**config.mk**
```make
export PLATFORM = sky130hd
export DESIGN_NAME = hdg_sqrt_cell
export DESIGN_NICKNAME = d
export VERILOG_FILES = /design/src/sv/hdg_sqrt_cell.sv
export SDC_FILE = /design/constraint.sdc
export NUM_CORES = 1
export LEC_CHECK = 0
export ABC_AREA = 1
export BUFFER_PORTS_ARGS = -buffer_cell sky130_fd_sc_hd__clkbuf_2
export CORE_UTILIZATION = 45
export CTS_CLUSTER_DIAMETER = 100
export DETAILED_ROUTE_END_ITERATION = 16
export PLACE_DENSITY = 0.75
export SLEW_MARGIN = 5
export SYNTH_ARGS = -nofsm -noshare
export SYNTH_HDL_FRONTEND = slang
export SYNTH_SLANG_ARGS = --single-unit
```
**constraint.sdc**
```tcl
create_clock -name i_clk -period 2.8 [get_ports i_clk]
set_input_delay 0.28 -clock i_clk [delete_from_list [all_inputs] [get_ports i_clk]]
set_output_delay 0.28 -clock i_clk [all_outputs]
set_load 0.01 [all_outputs]
```
**src/sv/hdg_sqrt_cell.sv**
```systemverilog
`default_nettype none
module hdg_sqrt_cell #(
    parameter int SH = 62
) (
    input  wire logic        i_clk,
    input  wire logic        i_en,
    input  wire logic [63:0] i_v,
    input  wire logic [63:0] i_root,
    output logic      [63:0] o_v,
    output logic      [63:0] o_root
);
    localparam logic [63:0] BIT = 64'd1 << SH;

    logic [63:0] trial;
    logic [63:0] r_v, r_root;

    assign trial = i_root + BIT;

    always_ff @(posedge i_clk) begin
        if (i_en) begin
            if (i_v >= trial) begin
                r_v    <= i_v - trial;
                r_root <= (i_root >> 1) + BIT;
            end else begin
                r_v    <= i_v;
                r_root <= i_root >> 1;
            end
        end
    end

    assign o_v    = r_v;
    assign o_root = r_root;

endmodule
`default_nettype wire

```
### Yosys cells after proc, flatten, opt, wreduce, memory -nomap -nowiden

Index checks and enable logic that the tools add are counted.

* multipliers: 0
* $add $sub $neg: 3
* shift-type cells: 0
* $lt $le $gt $ge: 1
* reductions and logical operators: 0
* divide/modulo/power cells: 0
* equal/unequal tests: 0
* muxes and demuxes: 2
* bitwise gates (word level): 0

Operators with widths (number)
* 63-bit by 63-bit adder with 64-bit output (second input constant): 1
* 64-bit by 63-bit adder with 64-bit output (second input constant): 1
* 64-bit >= comparator: 1
* 64-bit 2-to-1 mux: 1
* 64-bit subtractor: 1
* 63-bit 2-to-1 mux: 1

* input bits: 130
* memories: 0
* bits in writable memories: 0
* flip-flop bits (word level): 128
* latch bits: 0
* bits in read-only memories: 0

### Longest topological paths before layout

Gate-level depths: netlist of run 1.

* depth after elaboration: 3
* depth in mapped cells: 18
* depth with buffers taken out: 17

### Worst setup path after synthesis of run 1

Ideal clock, no wire load.

* path type: in2reg
* start: input port i_v[0]
* end: register r_v[55], in the netlist o_v[55], data pin
* stages on the path: 18
* library setup time: 0.253 ns
* path slack: 0.536 ns
* required time: 2.547 ns
* arrival: 2.011 ns
* cells stage by stage: inv_1 > ha_1 > fa_1 > inv_1 > nand3_1 > nand2_4 > nand2_2 > nand2_2 > nand2_1 > nand2_2 > nand2_2 > nand3_2 > nand2_2 > nand2_4 > inv_4 > buf_2 > nand2_1 > nand2_1

* longest elaborated chain between the ends: 2

RTL lines
* start: declaration: RTL line 7 `input wire logic [63:0] i_v,`
* 64-bit subtractor or 64-bit >= comparator (tied branches): RTL line 22, 21
* 64-bit 2-to-1 mux (*): RTL line 21 `if (i_v >= trial) begin`
* end signal: assignment: RTL line 22 `r_v <= i_v - trial;`
* end signal: assignment: RTL line 25 `r_v <= i_v;`
* end: declaration: RTL line 15 `logic [63:0] r_v, r_root;`

Mark *: on every way between the ends. The rest lies on a longest branch, timed or not.
A chain may end at the register's enable or synchronous reset.

### Final worst setup path of run 1

* start: input port i_v[0]
* end: register r_v[54], in the netlist o_v[54], data pin

Same word-level chain as after synthesis.

==> run summary, run 1 <==
# IOs - 258
Pin count of the biggest net entering global routing - 129
Routed wire length - 38900 µm
Final nets - 2204
Critical Path Most Common Cell - nand2_2
H-tree depth - 4
Clk buf depth - 2
Area leader, netlist - edfxtp_1
Die height - 158 µm
Total global routing overflow - 0
WL/cell - 16.6 µm
Cell with the most instances after synthesis - nand2_1
CP cell instances - clkbuf_2 -> inv_1 -> ha_1 -> fa_1 -> inv_1 -> nand3_1 -> nand2_4 -> nand2_2 -> nand2_2 -> nand2_1 -> nand2_2 -> nand2_2 -> nand3_2 -> nand2_2 -> nand2_4 -> inv_4 -> buf_12 -> nand2_1 -> nand2_1
Hold Vio Cnt, Final - 0
Vias in the first global route - 10660
Yosys Warn Count - 0
Clk sinks - 128
Worst EP arrival - 2.50 ns
Worst Hold Slack - 0.0254 ns
Max Slew Vio Count - 0
Slew HR - 0.519
Register bit total from synthesis - 128
Resized cells post-CTS - 0
Crit path from - i_v[0]
CTS tree - done
Fin crit period - 2.30 ns
Synth area leaders - edfxtp_1, nand2_1, inv_1
Synth Cell Area - 11000 µm²
Ys async rst share - 0
Synth Instances - 1712
Setup ws final - 0.496 ns
Setup TNS - 0 ns
Antenna violations before repair - 0
Total Routing Usage GR - 0.318
Post-CTS Setup Inserts - 0
Core Area - 23700 µm²
Die area - 25000 µm²
Top_reg_cell synth - edfxtp_1
Worst slew pin tran - 0.722 ns
Top cell type's share of synthesized area - 0.351
Post-synth net total - 1907
WS Path Type - input port to register
DRT Pass-1 Iters - 5
Final setup vio count - 0
Status - complete, no violations
Vias - 11230
Final period utilization - 0.823
CP max-delay cell - fa_1
Drt via density - 4.80
Worst EP required - 2.99 ns
Commonest cells post-synth - nand2_1, inv_1, edfxtp_1
RSZ-0062 raised after global routing - false
Clock root buffer master - clkbuf_16
Dpl hpwl - 32700 µm
Max-cap violations - 0
PwrDens - 530 nW/µm²
Final antenna-violating net count - 0
Post-synth EDFFs - 128
Avg Cell Area, Syn - 6.40 µm²
Util after Layout - 0.569
Endpoint type of the worst setup path - register
Hold_sp - i_root[13]
Seq/Total Area, Yosys - 0.351
Fmax - 434 MHz
Number of diodes - 0
Setup WS pre-CTS - 0.0772 ns
Placer Congestion - 0.965
Hold Crit Class - input port to register
Final-layout fill cell count - 2401
Distinct cells, synth - 29
Layout area overhead - 23.0%
CP max stage delay - 0.41 ns
Worst VDD drop - 0.359 mV
Global-route wire length before repair - 58400 µm
Crit path max fanout - 29
CTS buffer count - 17
CP startpoint kind - input port
1st-iter DRT viols - 810
Initial Util - 0.463
Share of cells above drive strength 1 - 0.177
Die X - 158 µm
Rows - 56
Hold-fix buffers, CTS - 0
Drt drc - 0
Static leakage - 8.02 nW
Worst-path clk slew - 0.07 ns
PortBufs - 257
Power, Total - 7.14 mW
-- layer usage --
layer / vias to the layer above / track usage / wire [µm]
met5: - / 0 / 0
met3: 42 / 0.0402 / 2400
met4: 0 / 0.0746 / 635
met1: 5027 / 0.456 / 18900
li1: 5753 / - / -
met2: 408 / 0.505 / 17000
-- where the power goes --
part           leakage (nW)  internal, mW  switching, mW
combinational          6.47         0.771           1.48
clock                 0.295          1.42           1.00
sequential             1.25          2.40         0.0686
-- final timing paths --
| kind | depth (start not counted) | slack, ns | end |
|---|---|---|---|
| max | 19 | 0.50 | o_v[54] |
| min | 1 | 0.03 | o_root[12] |
-- cells by family (layout without fill, tap and decap cells) --
logic type,after synthesis,in the layout,synth area share
xor gates and xnor gates,32,32,0.0256
buffers and inverters,420,730,0.149
and+or+nand+nor,1015,1015,0.376
adders and majority gates,65,65,0.0749
AOI/OAI and AO/OA,52,52,0.0241
DFF,128,128,0.351
-- stage by stage --
step / cell area [µm²] / std cells
global placement: 12900 / 2309
floorplan: 11000 / 1712
CTS: 13500 / 2341
global route: 13500 / 2341
finish: 13500 / 2341
detailed placement: 12900 / 2309
-- cell usage in the layout, fill, tap and decap left out, types with 5 or more instances in the layout --
cell type  netlist  final
ha_1            64     64
nand4_1         20     20
buf_12           1      5
clkinv_4         0      6
nand3_2         11     11
nand3_1         79     79
nor2_2           7      7
edfxtp_1       128    128
xor2_1          30     30
nand2_1        762    762
nor3_1           7      7
inv_1          401    401
buf_4            1     30
a21oi_1         43     43
o21ai_0          7      7
clkbuf_2         0    256
nand2_2          6      6
clkbuf_16        0     17
nor2_1         112    112
inv_2            5      5
-- area by class of cell --
cell class / instances / area (µm²) / area share
multi-input cells: 1164 / 5480 / 0.407
flip-flops and latches: 128 / 3840 / 0.285
repair buffers: 291 / 1610 / 0.119
inverters: 407 / 1530 / 0.114
clock buffers: 18 / 429 / 0.0319
well taps: 319 / 399 / 0.0296
clock inverters: 14 / 181 / 0.0135
-- registers in the layout (all words and copies together), names as in the netlist --
signal,cells
o_root,64
o_v,64
-- worst max-delay path, delay by kind of cell --
kind,cells,cell delay (ns)
adder cells (fa/ha/maj),2,0.63
buffers and inverters,5,0.43
AND/OR/NAND/NOR,12,1.13
(Power assumes the default switching activity.)
==> run 2: changes to the inputs <==
--- a/config.mk
+++ b/config.mk
@@ -5,12 +5,12 @@
 export SDC_FILE = /design/constraint.sdc
 export NUM_CORES = 1
 export LEC_CHECK = 0
-export ABC_AREA = 1
+export ABC_AREA = 0
 export BUFFER_PORTS_ARGS = -buffer_cell sky130_fd_sc_hd__clkbuf_2
 export CORE_UTILIZATION = 45
 export CTS_CLUSTER_DIAMETER = 100
 export DETAILED_ROUTE_END_ITERATION = 16
-export PLACE_DENSITY = 0.75
+export PLACE_DENSITY = 0.8
 export SLEW_MARGIN = 5
 export SYNTH_ARGS = -nofsm -noshare
 export SYNTH_HDL_FRONTEND = slang
==> constraint.sdc (replaced) <==
create_clock -name i_clk -period 1.9 [get_ports i_clk]
set_input_delay 0.19 -clock i_clk [delete_from_list [all_inputs] [get_ports i_clk]]
set_output_delay 0.19 -clock i_clk [all_outputs]
set_load 0.01 [all_outputs]
==> run 2 against run 1 <==
The flow now finishes with violations (setup timing); non-clock buffer count increased by 303; area after synthesis down 21%; die area down 21%; utilization up 23 points; count of clock-buffer cells in the layout is 3 higher; setup slack worse by 1.3 ns; critical path type unchanged; critical endpoint is now o_v[58].
==> run summary, run 2 <==
Status - complete, but fails checks (was complete, no violations)
Failing checks - setup timing
Max-cap violations - 0 (unchanged)
Worst VDD drop - 0.718 mV (was 0.359 mV)
Clk buf depth - 2 (unchanged)
Fin cells - 1706 (was 2341)
Hold Crit Class - input port to register (unchanged)
Area leader, netlist - edfxtp_1 (unchanged)
Vias in the first global route - 9387 (was 10660)
Ys async rst share - 0 (unchanged)
Drt via density - 5.82 (was 4.80)
Initial Util - 0.460 (was 0.463)
CP max stage delay - 0.31 ns (was 0.41 ns)
CP cell instances - clkbuf_2 -> ha_4 -> nand2_2 -> o211ai_1 -> o2111ai_2 -> buf_4 -> a41oi_4 -> and4_4 -> o21bai_4 -> o21bai_1 -> buf_4 -> a31oi_2 -> xnor2_1 -> mux2_4 (was clkbuf_2 -> inv_1 -> ha_1 -> fa_1 -> inv_1 -> nand3_1 -> nand2_4 -> nand2_2 -> nand2_2 -> nand2_1 -> nand2_2 -> nand2_2 -> nand3_2 -> nand2_2 -> nand2_4 -> inv_4 -> buf_12 -> nand2_1 -> nand2_1)
Rows - 50 (was 56)
Critical Path Most Common Cell - buf_4 (was nand2_2)
Dpl hpwl - 19600 µm (was 32700 µm)
Total global routing overflow - 0 (unchanged)
Register bit total from synthesis - 128 (unchanged)
Setup TNS - -46.52 ns (was 0 ns)
Fmax - 365 MHz
Antenna violations before repair - 0 (unchanged)
Number of diodes - 0 (unchanged)
Global-route wire length before repair - 46700 µm (was 58400 µm)
Pin count of the biggest net entering global routing - 45 (was 129)
DRT Pass-1 Iters - 7 (was 5)
Worst-path clk slew - 0.06 ns (was 0.07 ns)
Fin crit period - 2.74 ns
Setup ws final - -0.839 ns (was 0.496 ns)
Post-synth EDFFs - 128 (unchanged)
Hold_sp - i_root[62] (was i_root[13])
Die area - 19700 µm² (was 25000 µm²)
Placed cells - 1573 (was 2309)
Vias - 9931 (was 11230)
Placer Congestion - 0.920 (was 0.965)
RSZ-0062 raised after global routing - true (was false)
Clock root buffer master - clkbuf_16 (unchanged)
Worst EP required - 2.09 ns (was 2.99 ns)
Worst slew pin tran - 0.551 ns (was 0.722 ns)
Synth area leaders - edfxtp_1, ha_1, a21oi_1 (was edfxtp_1, nand2_1, inv_1)
Total Routing Usage GR - 0.305 (was 0.318)
Top_reg_cell synth - edfxtp_1 (unchanged)
Post-synth net total - 1080 (was 1907)
Register area - 3840 µm² (unchanged)
WS Path Type - input port to register (unchanged)
Slew HR - 0.629 (was 0.519)
Final nets - 1656 (was 2204)
Avg Cell Area, Syn - 9.73 µm² (was 6.40 µm²)
Endpoint type of the worst setup path - register (unchanged)
Clk sinks - 128 (unchanged)
CP max-delay cell - ha_4 (was fa_1)
Synth Cell Area - 8610 µm² (was 11000 µm²)
CTS tree - done (unchanged)
Layout area overhead - 73.8% (was 23.0%)
Footprint of the multi-input gates - 5550 µm² (was 5480 µm²)
Routed wire length - 34300 µm (was 38900 µm)
# IOs - 258 (unchanged)
Distinct cells, synth - 58 (was 29)
Max Slew Vio Count - 0 (unchanged)
Commonest cells post-synth - edfxtp_1, a21oi_1, nor2_1 (was nand2_1, inv_1, edfxtp_1)
Top cell type's share of synthesized area - 0.446 (was 0.351)
Crit path from - i_v[14] (was i_v[0])
Yosys Warn Count - 0 (unchanged)
Hold Vio Cnt, Final - 0 (unchanged)
PortBufs - 257 (unchanged)
Static leakage - 6.93 nW (was 8.02 nW)
Final-layout fill cell count - 992 (was 2401)
Die height - 140 µm (was 158 µm)
Cell with the most instances after synthesis - edfxtp_1 (was nand2_1)
1st-iter DRT viols - 925 (was 810)
Drt drc - 0 (unchanged)
CTS buffer count - 17 (unchanged)
Final antenna-violating net count - 0 (unchanged)
Final period utilization - 1.44
Seq/Total Area, Yosys - 0.446 (was 0.351)
Share of cells above drive strength 1 - 0.529 (was 0.177)
Die X - 140 µm (was 158 µm)
WL/cell - 20.1 µm (was 16.6 µm)
Worst EP arrival - 2.93 ns (was 2.50 ns)
Synth Instances - 885 (was 1712)
CP startpoint kind - input port (unchanged)
PwrDens - 768 nW/µm² (was 530 nW/µm²)
Core Area - 18700 µm² (was 23700 µm²)
Most frequent cells in the layout - buf_4, clkbuf_2, edfxtp_1, inv_1, a21oi_1 (was nand2_1, inv_1, clkbuf_2, edfxtp_1, nor2_1)
H-tree depth - 4 (unchanged)
Final setup vio count - 66 (was 0)
Crit path max fanout - 4 (was 29)
[run 2: routing by layer]
| layer | track usage | share of wire | vias up |
|---|---|---|---|
| met5 | 0 | 0 | - |
| met4 | 0.174 | 0.061 | 0 |
| met3 | 0.0530 | 0.074 | 185 |
| met2 | 0.537 | 0.51 | 616 |
| met1 | 0.349 | 0.36 | 4726 |
| li1 | - | - | 4404 |
[run 2: path summary, 6_finish.rpt]
check                     to  slack [ns]  cells after the start
setup / recovery     o_v[58]       -0.84                     14
hold / removal    o_root[61]        0.01                      1
[run 2: cells by family after synthesis]
family                   synth area share
buffers and inverters              0.0519
XOR/XNOR                           0.0570
AND/OR/NAND/NOR                     0.132
flip-flops                          0.446
adder cells (fa/ha/maj)            0.0953
multiplexers                       0.0195
AO/OA/AOI/OAI                       0.198
[run 2: final cells by class]
class                           count  area share
Multi-Input combinational cell    642       0.371
Timing Repair Buffer              594       0.294
Sequential cell                   128       0.257
Clock buffer                       21      0.0294
Inverter                           78      0.0211
Tap cell                          234      0.0196
Clock inverter                      9     0.00786
[run 2: power breakdown]
part           switching, mW  leakage [nW]  internal [mW]
sequential             0.111          1.25           3.53
combinational           2.29          5.40           2.26
clock                   1.27         0.275           2.03
[run 2: what timing repair did]
item | CTS | global route
resized for setup | 68 | 269
cloned | 8 | 2
hold buffers | 54 | 1
endpoints found under the setup margin | 66 | 66
setup buffers | 13 | 30
endpoints found under the hold margin | 54 | 1
pin swaps | 15 | 68
[run 2: per-stage QoR]
step	power, mW	worst slack, ns	utilization	area [µm²]	hold slack (ns)
5_1_grt	11.9	-0.888	0.800	15000	-0.00240
2_1_floorplan	5.37	-0.889	-	8760	0.289
3_5_place_dp	6.88	-1.55	0.639	12000	0.384
3_3_place_gp	6.81	-1.39	0.639	12000	0.383
4_1_cts	10.6	-0.880	0.731	13700	0.00644
6_report	11.5	-0.839	0.800	15000	0.0125
[run 2: critical path, delay by kind of cell]
kind / cells / cell delay (ns)
AOI/OAI and AO/OA: 6 / 1.09
xor gates and xnor gates: 1 / 0.20
adders and majority gates: 1 / 0.31
buffers and inverters: 3 / 0.51
muxes: 1 / 0.28
and+or+nand+nor: 2 / 0.35
